[src/lmot_ram.sv]
// Generic single-write, single-read RAM with registered read data.
// No dependencies.
module lmot_ram #(
  parameter int WIDTH = 8,
  parameter int DEPTH = 16
) (
  input  logic                     clk,
  input  logic                     we,
  input  logic [$clog2(DEPTH)-1:0] waddr,
  input  logic [WIDTH-1:0]         wdata,
  input  logic [$clog2(DEPTH)-1:0] raddr,
  output logic [WIDTH-1:0]         rdata
);
  logic [WIDTH-1:0] mem [DEPTH];

  always_ff @(posedge clk) begin
    if (we) begin
      mem[waddr] <= wdata;
    end
    rdata <= mem[raddr];
  end
endmodule

[config.mk]
export PLATFORM = sky130hd
export DESIGN_NAME = lmot_ram
export DESIGN_NICKNAME = d
export VERILOG_FILES = /design/src/lmot_ram.sv
export SDC_FILE = /design/constraint.sdc
export NUM_CORES = 1
export LEC_CHECK = 0
export CORE_MARGIN = 10
export CORE_UTILIZATION = 38
export DETAILED_ROUTE_END_ITERATION = 16
export DONT_BUFFER_PORTS = 1
export GPL_ROUTABILITY_DRIVEN = 0
export REMOVE_ABC_BUFFERS = 1
export SKIP_CTS_REPAIR_TIMING = 1
export SYNTH_ARGS = -nofsm -noshare
export SYNTH_HDL_FRONTEND = slang
export SYNTH_SLANG_ARGS = --single-unit
[constraint.sdc]
create_clock -name clk -period 3.75 [get_ports clk]
set_clock_uncertainty 0.05 [all_clocks]
set_input_delay 0.375 -clock clk [delete_from_list [all_inputs] [get_ports clk]]
set_output_delay 0.375 -clock clk [all_outputs]
set_load 0.05 [all_outputs]
==> flow_results.xml, run 1 <==
<?xml version="1.0" encoding="UTF-8"?>
<metrics>
  <group name="cts">
    <metric name="clock_tree.buffer_depth" unit="">2</metric>
    <metric name="cts_tree" unit="">built</metric>
    <metric name="clk-insertion-delay-late" unit="ns">0.41</metric>
    <metric name="cts.sink_count" unit="">136</metric>
    <metric name="worst_setup_hold_path_clk_slew" unit="ns">0.06</metric>
    <metric name="cts_root_buf" unit="">sky130_fd_sc_hd__clkbuf_16</metric>
    <metric name="numCtsBuffers" unit="">17</metric>
    <metric name="clock_tree.htree_level_count" unit="">4</metric>
  </group>
  <group name="synth">
    <metric name="proportion_of_netlist_area_held_by_the_largest_area_contributor" unit="%">74.7</metric>
    <metric name="synthesis.instances" unit="">229</metric>
    <metric name="unique_cell_type_count_in_the_yosys_netlist" unit="">19</metric>
    <metric name="synthesis.area_per_instance" unit="sq um">22.5</metric>
    <metric name="netlist_area" unit="sq um">5150</metric>
    <metric name="synth_seq_cells" unit="">136</metric>
    <metric name="yosysWarnings" unit="">0</metric>
    <metric name="yosys-top-cells-area" unit="">sky130_fd_sc_hd__edfxtp_1, sky130_fd_sc_hd__mux4_2, sky130_fd_sc_hd__mux4_1</metric>
    <metric name="seq_area_frac_synth" unit="%">77.8</metric>
    <metric name="post-synth-top-area-cell" unit="">sky130_fd_sc_hd__edfxtp_1</metric>
  </group>
  <group name="timing">
    <metric name="max_freq" unit="GHz">0.650</metric>
    <metric name="fin_crit_sh" unit="%">41.0</metric>
    <metric name="rsz_0062_raised_after_global_routing" unit="">no</metric>
    <metric name="max_slew_margin" unit="%">32.9</metric>
    <metric name="min_hold_slack" unit="ns">0.151</metric>
    <metric name="setup_viol" unit="">0</metric>
    <metric name="number_of_slew_limit_violations_in_the_final_report" unit="">0</metric>
    <metric name="post-route-min-period" unit="ns">1.54</metric>
    <metric name="final_hold_viol_count" unit="">0</metric>
    <metric name="worstMarginPinSlew" unit="ns">1.00</metric>
    <metric name="final.setup.tns" unit="ns">0</metric>
  </group>
  <group name="layout">
    <metric name="post_layout_nonfiller_instances" unit="">439</metric>
    <metric name="mostFrequentLayoutCell" unit="">sky130_fd_sc_hd__edfxtp_1</metric>
    <metric name="syn_to_final_growth" unit="%">17.5</metric>
    <metric name="final_layout_size_suffix_gt1_share" unit="%">20.2</metric>
    <metric name="final_cell_mix" unit="">sky130_fd_sc_hd__edfxtp_1, sky130_fd_sc_hd__mux4_2, sky130_fd_sc_hd__clkbuf_16, sky130_fd_sc_hd__a22oi_1, sky130_fd_sc_hd__mux4_1</metric>
    <metric name="design.final.nets" unit="">268</metric>
    <metric name="antennaDiodeCount" unit="">0</metric>
  </group>
  <group name="placed_design">
    <metric name="hpwl" unit="microns">6140</metric>
    <metric name="io_buffer_count" unit="">0</metric>
    <metric name="dp.cells" unit="">399</metric>
  </group>
  <group name="global_routing">
    <metric name="grt_use_total" unit="%">11.5</metric>
    <metric name="antenna_found_initial" unit="">0</metric>
    <metric name="grt_start_max_net_pins" unit="">33</metric>
    <metric name="grt_overflow_total" unit="">0</metric>
    <metric name="grt_pass1_vias" unit="">2422</metric>
    <metric name="grt_first_pass_wirelength" unit="microns">15100</metric>
  </group>
  <group name="floorplanning">
    <metric name="die_w" unit="microns">136</metric>
    <metric name="pin_count" unit="">26</metric>
    <metric name="rows" unit="">42</metric>
    <metric name="die_area" unit="sq um">18600</metric>
    <metric name="initial_utilization" unit="%">38.9</metric>
    <metric name="vertical_extent_of_the_die" unit="microns">136</metric>
    <metric name="design.core.area" unit="sq um">13200</metric>
  </group>
  <group name="power_and_ir_drop">
    <metric name="cellPowerDensity" unit="nW/um^2">608</metric>
    <metric name="power.static_leakage" unit="nW">1.95</metric>
    <metric name="worst_ir_drop_vdd" unit="V">0.000308</metric>
  </group>
  <group name="run_status">
    <metric name="run_status" unit="">completed</metric>
  </group>
  <group name="critical_path">
    <metric name="cp-end-kind" unit="">flop</metric>
    <metric name="timing.critical_path.required" unit="ns">3.99</metric>
    <metric name="timing.setup.critical_path_class" unit="">reg -&gt; reg</metric>
    <metric name="crit_startpoint" unit="">mem[1][2]</metric>
    <metric name="worstPathMaxFanout" unit="">1</metric>
    <metric name="worst_ep_arrival_time" unit="ns">1.78</metric>
    <metric name="timing.rr.start" unit="">mem[1][2]</metric>
    <metric name="start_kind" unit="">flop</metric>
  </group>
  <group name="routing">
    <metric name="detailroute.via_count" unit="">2303</metric>
    <metric name="drc_violations_left" unit="">0</metric>
    <metric name="viasPerCell" unit="">5.25</metric>
    <metric name="drt-initial-drc-count" unit="">173</metric>
    <metric name="post_drt_wl_per_cell" unit="microns">22.8</metric>
    <metric name="detailedRoute.firstPassIterationCount" unit="">4</metric>
    <metric name="route.final.wire_length" unit="microns">10000</metric>
    <metric name="drtAntennaViolNets" unit="">0</metric>
  </group>
  <group name="flow_run">
    <metric name="max_cap_violations" unit="">0</metric>
  </group>
  <group name="min_path">
    <metric name="hold_class" unit="">in -&gt; reg</metric>
    <metric name="worstHoldStart" unit="">waddr[0]</metric>
  </group>
</metrics>
-- path summary, 6_finish.rpt --
| check | end | slack (ns) | depth (start not counted) |
|---|---|---|---|
| max | rdata[2] | 2.21 | 3 |
| min | mem[0][4] | 0.15 | 1 |
| max reg2reg | rdata[2] | 2.21 | 3 |
| min reg2reg | rdata[4] | 0.62 | 3 |
-- metrics by stage --
| stage | util (%) | instance area (sq um) | total power, mW | setup slack [ns] |
|---|---|---|---|---|
| after global routing | 45.7 | 6050 | 3.78 | 2.11 |
| after CTS | 45.0 | 5970 | 3.67 | 2.17 |
| after floorplan | - | 5060 | 1.84 | 1.83 |
| after global placement | 40.1 | 5310 | 1.87 | 1.81 |
| final | 45.7 | 6050 | 3.68 | 2.21 |
| after detailed placement | 40.1 | 5310 | 1.87 | 1.80 |
-- worst max-delay path: stages (launching register included) --
cell	delay, ns
sky130_fd_sc_hd__edfxtp_1	0.37
sky130_fd_sc_hd__mux4_1	0.57
sky130_fd_sc_hd__a22oi_1	0.34
sky130_fd_sc_hd__nand2_1	0.10
-- layout make-up --
cell class	count	area (sq um)
repair buffers	12	110
clock buffers	20	457
clock inverters	12	198
multi-input cells	83	1060
well taps	176	220
fillers	1135	7200
flip-flops and latches	136	4000
-- state kept, by name (all words and copies together) (netlist names) --
| name | cells |
|---|---|
| mem | 128 |
| rdata | 8 |
-- kinds of logic (layout without fill, tap and decap cells) --
logic type | Yosys count | count (layout) | share of synthesized area [%]
buffers and inverters | 10 | 44 | 1.68
flip-flops | 136 | 136 | 77.8
multiplexers | 32 | 32 | 15.0
AND/OR/NAND/NOR | 35 | 35 | 3.18
AO/OA/AOI/OAI | 16 | 16 | 2.33
-- report_power, final --
part / internal, mW / switching [mW]
combinational: 0.0540 / 0.0620
sequential: 1.70 / 0.0458
clock: 1.21 / 0.604
total: 2.97 / 0.712
-- per-layer routing --
metal  GRT usage [%]  vias to the layer above  wire length (microns)
li1                -                     1018                      -
met1            13.7                     1217                   4100
met2            18.6                       62                   5130
met3            4.21                        6                    692
met4            4.79                        0                     77
met5               0                        -                      0
-- cell usage after synthesis --
| library cell | instances |
|---|---|
| sky130_fd_sc_hd__edfxtp_1 | 128 |
| sky130_fd_sc_hd__mux4_2 | 18 |
| sky130_fd_sc_hd__a22oi_1 | 16 |
| sky130_fd_sc_hd__mux4_1 | 14 |
| sky130_fd_sc_hd__nor2_1 | 13 |
| sky130_fd_sc_hd__nand2_1 | 9 |
| sky130_fd_sc_hd__dfxtp_1 | 8 |
| sky130_fd_sc_hd__nor3_1 | 4 |
| sky130_fd_sc_hd__buf_2 | 3 |
| sky130_fd_sc_hd__buf_6 | 3 |
| sky130_fd_sc_hd__clkdlybuf4s25_2 | 3 |
| sky130_fd_sc_hd__nand2b_1 | 2 |
| sky130_fd_sc_hd__nand3b_1 | 2 |
| sky130_fd_sc_hd__and2_1 | 1 |
| sky130_fd_sc_hd__and2b_1 | 1 |
| sky130_fd_sc_hd__buf_4 | 1 |
| sky130_fd_sc_hd__nand3_1 | 1 |
| sky130_fd_sc_hd__nor2b_1 | 1 |
| sky130_fd_sc_hd__or3b_2 | 1 |
Note: power is estimated with default switching activity, not from simulation.
==> run 2: changes to the inputs <==
- ABC_AREA: not set -> 1
- clock period: 3.75 -> 1.45 ns (I/O delays scaled with it)
==> run 2 against run 1 <==
Compared with the run above: the run now ends with negative hold slack left; critical path depth decreased by 3; sequential power grew to 2.6 times the previous value; cell count increased by 76%; cell area is 12% higher; register-to-register slack lost 1.9 ns; power grew to 2.6 times the previous value; via count up 61%; count of clock-buffer cells in the layout up 1.
==> flow_results.xml, run 2 <==
<?xml version="1.0" encoding="UTF-8"?>
<metrics>
  <group name="power_and_ir_drop">
    <metric name="p_int" unit="mW">7.55</metric>
    <metric name="totalPowerFinal" unit="mW">9.57</metric>
    <metric name="cellPowerDensity" unit="nW/um^2">1420</metric>
    <metric name="worst_ir_drop_vdd" unit="V">0.000954</metric>
    <metric name="switching_power" unit="mW">2.02</metric>
    <metric name="combPwrFrac" unit="%">4.8</metric>
    <metric name="share_clk_of_total_power" unit="%">47.9</metric>
    <metric name="seqPwrFrac" unit="%">47.3</metric>
    <metric name="power.switching_fraction" unit="%">21.1</metric>
    <metric name="power.static_leakage" unit="nW">2.88</metric>
  </group>
  <group name="layout">
    <metric name="syn_to_final_growth" unit="%">17.0</metric>
    <metric name="final_cell_area" unit="sq um">6750</metric>
    <metric name="largest-register" unit="">mem</metric>
    <metric name="final_layout_size_suffix_gt1_share" unit="%">8.83</metric>
    <metric name="final_cell_mix" unit="">sky130_fd_sc_hd__nand2_1, sky130_fd_sc_hd__edfxtp_1, sky130_fd_sc_hd__inv_1, sky130_fd_sc_hd__nand3_1</metric>
    <metric name="design.final.nets" unit="">594</metric>
    <metric name="largest_register_ff_count" unit="">128</metric>
    <metric name="final_util" unit="%">45.9</metric>
    <metric name="antennaDiodeCount" unit="">0</metric>
    <metric name="largest_registers" unit="">mem x128, rdata x8</metric>
    <metric name="nFillCells" unit="">1309</metric>
    <metric name="mostFrequentLayoutCell" unit="">sky130_fd_sc_hd__nand2_1</metric>
  </group>
  <group name="cts">
    <metric name="numCtsBuffers" unit="">17</metric>
    <metric name="clk-insertion-delay-late" unit="ns">0.43</metric>
    <metric name="cts_tree" unit="">built</metric>
    <metric name="clock_tree.buffer_depth" unit="">2</metric>
    <metric name="cts.sink_count" unit="">136</metric>
    <metric name="worst_setup_hold_path_clk_slew" unit="ns">0.06</metric>
    <metric name="cts_root_buf" unit="">sky130_fd_sc_hd__clkbuf_16</metric>
    <metric name="clock_tree.htree_level_count" unit="">4</metric>
  </group>
  <group name="synth">
    <metric name="synth_seq_cells" unit="">136</metric>
    <metric name="yosys.area_share.adder" unit="%">0</metric>
    <metric name="xor_xnor_share_of_the_synthesized_area" unit="%">0</metric>
    <metric name="proportion_of_netlist_area_held_by_the_largest_area_contributor" unit="%">66.7</metric>
    <metric name="share_of_the_synthesized_area_in_compound_gates_ao_oa_aoi_oai" unit="%">0</metric>
    <metric name="synthesis.instances" unit="">551</metric>
    <metric name="most_used_dff_post_synth" unit="">sky130_fd_sc_hd__edfxtp_1</metric>
    <metric name="synth_most_common_cell" unit="">sky130_fd_sc_hd__nand2_1</metric>
    <metric name="synthesis.area_per_instance" unit="sq um">10.5</metric>
    <metric name="synth_top_cells_by_count" unit="">sky130_fd_sc_hd__nand2_1, sky130_fd_sc_hd__edfxtp_1, sky130_fd_sc_hd__inv_1, sky130_fd_sc_hd__nand3_1, sky130_fd_sc_hd__nor2_1</metric>
    <metric name="yosys-top-cells-area" unit="">sky130_fd_sc_hd__edfxtp_1, sky130_fd_sc_hd__nand2_1, sky130_fd_sc_hd__nand3_1</metric>
    <metric name="synth_mux_area_share" unit="%">0</metric>
    <metric name="synth-edff-count" unit="">128</metric>
    <metric name="async_reset_ff_share" unit="%">0</metric>
    <metric name="synth-simple-area-share" unit="%">21.0</metric>
    <metric name="post-synth-top-area-cell" unit="">sky130_fd_sc_hd__edfxtp_1</metric>
    <metric name="seq_area_frac_synth" unit="%">69.4</metric>
    <metric name="netlist_area" unit="sq um">5770</metric>
    <metric name="combinational_family_with_the_most_area_after_synthesis" unit="">simple AND/OR/NAND/NOR gates</metric>
    <metric name="yosysWarnings" unit="">0</metric>
    <metric name="unique_cell_type_count_in_the_yosys_netlist" unit="">12</metric>
  </group>
  <group name="floorplanning">
    <metric name="design.core.area" unit="sq um">14700</metric>
    <metric name="die_w" unit="microns">143</metric>
    <metric name="initial_utilization" unit="%">39.2</metric>
    <metric name="vertical_extent_of_the_die" unit="microns">143</metric>
    <metric name="rows" unit="">44</metric>
    <metric name="pin_count" unit="">26</metric>
    <metric name="die_area" unit="sq um">20500</metric>
  </group>
  <group name="timing">
    <metric name="number_of_slew_limit_violations_in_the_final_report" unit="">0</metric>
    <metric name="fin_crit_sh" unit="%">90.6</metric>
    <metric name="max_slew_margin" unit="%">44.6</metric>
    <metric name="max_freq" unit="GHz">0.761</metric>
    <metric name="final.setup.tns" unit="ns">0</metric>
    <metric name="rsz_0062_raised_after_global_routing" unit="">no</metric>
    <metric name="worstMarginPinSlew" unit="ns">0.828</metric>
    <metric name="post-route-min-period" unit="ns">1.31</metric>
    <metric name="final_hold_viol_count" unit="">2</metric>
    <metric name="min_hold_slack" unit="ns">-0.0173</metric>
    <metric name="setup_viol" unit="">0</metric>
  </group>
  <group name="flow_run">
    <metric name="max_cap_violations" unit="">0</metric>
  </group>
  <group name="routing">
    <metric name="viasPerCell" unit="">4.80</metric>
    <metric name="drt-initial-drc-count" unit="">360</metric>
    <metric name="route.final.wire_length" unit="microns">13400</metric>
    <metric name="drtAntennaViolNets" unit="">0</metric>
    <metric name="post_drt_wl_per_cell" unit="microns">17.3</metric>
    <metric name="drc_violations_left" unit="">0</metric>
    <metric name="detailedRoute.firstPassIterationCount" unit="">5</metric>
    <metric name="detailroute.via_count" unit="">3708</metric>
  </group>
  <group name="critical_path">
    <metric name="timing.critical_path.required" unit="ns">1.25</metric>
    <metric name="worstPathMaxFanout" unit="">1</metric>
    <metric name="crit_startpoint" unit="">rdata[5]</metric>
    <metric name="cp-end-kind" unit="">primary output</metric>
    <metric name="start_kind" unit="">flop</metric>
    <metric name="timing.rr.start" unit="">mem[3][2]</metric>
    <metric name="timing.setup.critical_path_class" unit="">reg -&gt; out</metric>
    <metric name="worst_ep_arrival_time" unit="ns">1.12</metric>
  </group>
  <group name="run_status">
    <metric name="run_status" unit="">finished with violations</metric>
    <metric name="violations" unit="">negative hold slack</metric>
  </group>
  <group name="min_path">
    <metric name="hold_class" unit="">in -&gt; reg</metric>
    <metric name="worstHoldStart" unit="">raddr[1]</metric>
  </group>
  <group name="global_routing">
    <metric name="grt_overflow_total" unit="">0</metric>
    <metric name="grt_use_total" unit="%">13.9</metric>
    <metric name="antenna_found_initial" unit="">0</metric>
    <metric name="grt_first_pass_wirelength" unit="microns">21000</metric>
    <metric name="grt_start_max_net_pins" unit="">66</metric>
    <metric name="grt_pass1_vias" unit="">3705</metric>
  </group>
  <group name="placed_design">
    <metric name="io_buffer_count" unit="">0</metric>
    <metric name="placed_cell_area" unit="sq um">6000</metric>
    <metric name="hpwl" unit="microns">8330</metric>
  </group>
</metrics>
## run 2: cell count changes in the layout (fill, tap and decap cells not counted), moves of 3 or more
cell	delta
sky130_fd_sc_hd__clkinvlp_4	-3
sky130_fd_sc_hd__a22oi_1	-16
sky130_fd_sc_hd__nor2_1	+4
sky130_fd_sc_hd__buf_4	+13
sky130_fd_sc_hd__nand2_1	+164
sky130_fd_sc_hd__dlygate4sd3_1	+3
sky130_fd_sc_hd__nand3_1	+96
sky130_fd_sc_hd__nor3_1	-4
sky130_fd_sc_hd__mux4_1	-14
sky130_fd_sc_hd__inv_1	+100
sky130_fd_sc_hd__mux4_2	-18
## run 2: metal layers
layer / wire length [microns] / part of all wire (%) / track usage [%]
met4: 288 / 2.1 / 6.03
met3: 691 / 5.2 / 3.91
met2: 6490 / 48 / 22.6
met1: 5930 / 44 / 17.0
met5: 0 / 0 / 0
## run 2: per-stage QoR
step           cells  worst slack, ns  hold WS (ns)
2_1_floorplan    527            0.275         0.194
3_3_place_gp     730            0.242         0.196
3_5_place_dp     730            0.231         0.195
4_1_cts          762            0.107        -0.248
5_1_grt          773            0.105       0.00269
6_report         773            0.137       -0.0173
## run 2: kinds of logic after synthesis
kind of cell / after synthesis
AND/OR/NAND/NOR: 289
flip-flops: 136
buffers and inverters: 126
## run 2: final timing paths
| path | to | slack (ns) | cells after the start |
|---|---|---|---|
| worst min register to register | rdata[3] | 0.64 | 6 |
| worst max-delay path | rdata[5] | 0.14 | 0 |
| worst max register to register | rdata[2] | 0.33 | 6 |
| worst min-delay path | rdata[2] | -0.02 | 4 |
## run 2: final cells by class
| cell class | instances | area (sq um) | share of cell area [%] |
|---|---|---|---|
| flip-flops and latches | 136 | 4000 | 59.3 |
| multi-input cells | 289 | 1210 | 18.0 |
| clock buffers | 21 | 470 | 6.97 |
| inverters | 102 | 383 | 5.67 |
| repair buffers | 30 | 278 | 4.12 |
| well taps | 184 | 230 | 3.41 |
| clock inverters | 11 | 169 | 2.50 |
## run 2: power groups by stage
stage          Clock [mW]  Combinational [mW]  Sequential [mW]
2_1_floorplan           0               0.237             4.59
3_3_place_gp            0               0.351             4.61
3_5_place_dp            0               0.354             4.61
4_1_cts              4.64               0.358             4.53
5_1_grt              4.85               0.515             4.53
6_report             4.59               0.461             4.52
==> run 3: changes to the inputs <==
==> constraint.sdc (replaced) <==
create_clock -name clk -period 1.45 [get_ports clk]
set_clock_uncertainty 0.05 [all_clocks]
set_input_delay 0 -clock clk [delete_from_list [all_inputs] [get_ports clk]]
set_output_delay 0 -clock clk [all_outputs]
set_load 0.05 [all_outputs]
==> run 3 against run 2 <==
Compared with the run above: the flow still finishes with violations (negative hold slack); via count decreased by 0.57%; clock power decreased by 9.6%; worst hold slack got worse by 0.22 ns; highest routed layer unchanged.
==> flow_results.xml, run 3 (synthesis results as in run 2) <==
<?xml version="1.0" encoding="UTF-8"?>
<metrics>
  <group name="cts">
    <metric name="clock_tree.htree_level_count" unit="">4</metric>
    <metric name="cts.sink_count" unit="">136</metric>
    <metric name="worst_setup_hold_path_clk_slew" unit="ns">0.05</metric>
    <metric name="cts_tree" unit="">built</metric>
    <metric name="cts_root_buf" unit="">sky130_fd_sc_hd__clkbuf_16</metric>
    <metric name="clock_tree.buffer_depth" unit="">2</metric>
    <metric name="numCtsBuffers" unit="">17</metric>
    <metric name="clk-insertion-delay-late" unit="ns">0.40</metric>
  </group>
  <group name="layout">
    <metric name="post_layout_nonfiller_instances" unit="">773</metric>
    <metric name="design.final.nets" unit="">594</metric>
    <metric name="largest_register_ff_count" unit="">128</metric>
    <metric name="syn_to_final_growth" unit="%">16.0</metric>
    <metric name="final_cell_mix" unit="">sky130_fd_sc_hd__nand2_1, sky130_fd_sc_hd__edfxtp_1, sky130_fd_sc_hd__inv_1, sky130_fd_sc_hd__nand3_1, sky130_fd_sc_hd__buf_4</metric>
    <metric name="largest-register" unit="">mem</metric>
    <metric name="nFillCells" unit="">1314</metric>
    <metric name="final_layout_size_suffix_gt1_share" unit="%">8.66</metric>
    <metric name="antennaDiodeCount" unit="">0</metric>
    <metric name="largest_registers" unit="">mem x128, rdata x8</metric>
    <metric name="mostFrequentLayoutCell" unit="">sky130_fd_sc_hd__nand2_1</metric>
    <metric name="final_util" unit="%">45.5</metric>
    <metric name="final_cell_area" unit="sq um">6690</metric>
  </group>
  <group name="critical_path">
    <metric name="r2r.worst_path.cells" unit="">6</metric>
    <metric name="worst_ep_arrival_time" unit="ns">1.41</metric>
    <metric name="timing.critical_path.required" unit="ns">1.69</metric>
    <metric name="rrSetupSlack" unit="ns">0.42</metric>
    <metric name="worstPathMaxFanout" unit="">9</metric>
    <metric name="crit_startpoint" unit="">raddr[3]</metric>
    <metric name="start_kind" unit="">input pin</metric>
    <metric name="timing.setup.critical_path_class" unit="">in -&gt; reg</metric>
    <metric name="timing.rr.start" unit="">mem[3][2]</metric>
    <metric name="endpoint" unit="">rdata[2]</metric>
    <metric name="cp-end-kind" unit="">flop</metric>
    <metric name="rr_endpoint" unit="">rdata[2]</metric>
  </group>
  <group name="floorplanning">
    <metric name="die_w" unit="microns">143</metric>
    <metric name="pin_count" unit="">26</metric>
    <metric name="die_area" unit="sq um">20500</metric>
    <metric name="vertical_extent_of_the_die" unit="microns">143</metric>
    <metric name="rows" unit="">44</metric>
    <metric name="initial_utilization" unit="%">39.2</metric>
    <metric name="design.core.area" unit="sq um">14700</metric>
  </group>
  <group name="placed_design">
    <metric name="placed_cell_area" unit="sq um">6010</metric>
    <metric name="placement_setup_slack" unit="ns">0.426</metric>
    <metric name="hpwl" unit="microns">7560</metric>
    <metric name="io_buffer_count" unit="">0</metric>
    <metric name="dp.cells" unit="">732</metric>
  </group>
  <group name="routing">
    <metric name="drc_violations_left" unit="">0</metric>
    <metric name="route.final.wire_length" unit="microns">12400</metric>
    <metric name="viasPerCell" unit="">4.77</metric>
    <metric name="met2RoutedLength" unit="microns">6290</metric>
    <metric name="detailedRoute.firstPassIterationCount" unit="">5</metric>
    <metric name="met1_length" unit="microns">5370</metric>
    <metric name="detailroute.via_count" unit="">3687</metric>
    <metric name="met3_routed_wl" unit="microns">596</metric>
    <metric name="drtAntennaViolNets" unit="">0</metric>
    <metric name="post_drt_wl_per_cell" unit="microns">16.0</metric>
    <metric name="dr.max_layer_used" unit="">met4</metric>
    <metric name="drt-initial-drc-count" unit="">325</metric>
  </group>
  <group name="power_and_ir_drop">
    <metric name="seqPwrFrac" unit="%">49.7</metric>
    <metric name="power.switching_fraction" unit="%">20.4</metric>
    <metric name="share_clk_of_total_power" unit="%">45.6</metric>
    <metric name="p_int" unit="mW">7.24</metric>
    <metric name="power.static_leakage" unit="nW">2.86</metric>
    <metric name="combPwrFrac" unit="%">4.7</metric>
    <metric name="worst_ir_drop_vdd" unit="V">0.000800</metric>
    <metric name="cellPowerDensity" unit="nW/um^2">1360</metric>
    <metric name="switching_power" unit="mW">1.86</metric>
    <metric name="totalPowerFinal" unit="mW">9.10</metric>
  </group>
  <group name="timing">
    <metric name="final_hold_viol_count" unit="">8</metric>
    <metric name="worstMarginPinSlew" unit="ns">0.699</metric>
    <metric name="max_freq" unit="GHz">0.858</metric>
    <metric name="post-route-min-period" unit="ns">1.17</metric>
    <metric name="setup_viol" unit="">0</metric>
    <metric name="final.setup.tns" unit="ns">0</metric>
    <metric name="finalWorstSetupSlack" unit="ns">0.285</metric>
    <metric name="fin_crit_sh" unit="%">80.4</metric>
    <metric name="number_of_slew_limit_violations_in_the_final_report" unit="">0</metric>
    <metric name="rsz_0062_raised_after_global_routing" unit="">no</metric>
    <metric name="max_slew_margin" unit="%">53.2</metric>
    <metric name="min_hold_slack" unit="ns">-0.238</metric>
  </group>
  <group name="global_routing">
    <metric name="grt_use_total" unit="%">12.6</metric>
    <metric name="grt_first_pass_wirelength" unit="microns">19500</metric>
    <metric name="antenna_found_initial" unit="">0</metric>
    <metric name="grt_start_max_net_pins" unit="">66</metric>
    <metric name="grt_pass1_vias" unit="">3716</metric>
    <metric name="grt_overflow_total" unit="">0</metric>
  </group>
  <group name="flow_run">
    <metric name="max_cap_violations" unit="">0</metric>
  </group>
  <group name="min_path">
    <metric name="hold_class" unit="">in -&gt; reg</metric>
    <metric name="worstHoldStart" unit="">raddr[2]</metric>
  </group>
  <group name="run_status">
    <metric name="run_status" unit="">finished with violations</metric>
    <metric name="violations" unit="">negative hold slack</metric>
  </group>
</metrics>
==> run 3: cell types whose count changed in the layout (fill, tap and decap cells not counted), sizes merged <==
cell,before,now
clkinvlp,1,2
dlygate4sd3,11,9
buf,19,21
bufinv,4,2
clkinv,5,4
inv,103,102
clkbuf,21,24
==> run 3: critical path, cell delays in order <==
cell and delay [ns]:
sky130_fd_sc_hd__dlygate4sd3_1 0.83, sky130_fd_sc_hd__inv_1 0.29, sky130_fd_sc_hd__nand3_1 0.21, sky130_fd_sc_hd__nand2_1 0.07
==> run 3: power by group through the flow <==
| stage | Combinational [mW] | Sequential [mW] | Clock (mW) |
|---|---|---|---|
| 2_1_floorplan | 0.237 | 4.59 | 0 |
| 3_3_place_gp | 0.346 | 4.60 | 0 |
| 3_5_place_dp | 0.351 | 4.61 | 0 |
| 5_1_grt | 0.482 | 4.53 | 4.38 |
| 4_1_cts | 0.353 | 4.52 | 4.23 |
| 6_report | 0.424 | 4.52 | 4.15 |
==> run 3: layer usage <==
metal | up-vias | global-route usage [%]
met5 | - | 0
met4 | 0 | 5.27
met3 | 8 | 3.81
met2 | 80 | 21.0
met1 | 1776 | 14.9
li1 | 1823 | -
==> run 3: worst min path at each step <==
stage               cells after the start  slack [ns]         end
floorplan                               0        0.05   mem[0][0]
global placement                        0        0.05   mem[7][3]
detailed placement                      0        0.05   mem[7][3]
CTS                                     0       -0.37  mem[14][7]
global route                            3       -0.23    rdata[2]
finish                                  3       -0.24    rdata[2]
==> run 3: area by class of cell <==
| cell class | instances | area [sq um] | area share [%] |
|---|---|---|---|
| sequential | 136 | 4000 | 59.9 |
| multi-input combinational | 289 | 1210 | 18.1 |
| clock buffer | 24 | 492 | 7.35 |
| inverter | 102 | 383 | 5.72 |
| timing repair buffer | 30 | 273 | 4.08 |
| tap | 184 | 230 | 3.44 |
| clock inverter | 8 | 93.8 | 1.40 |
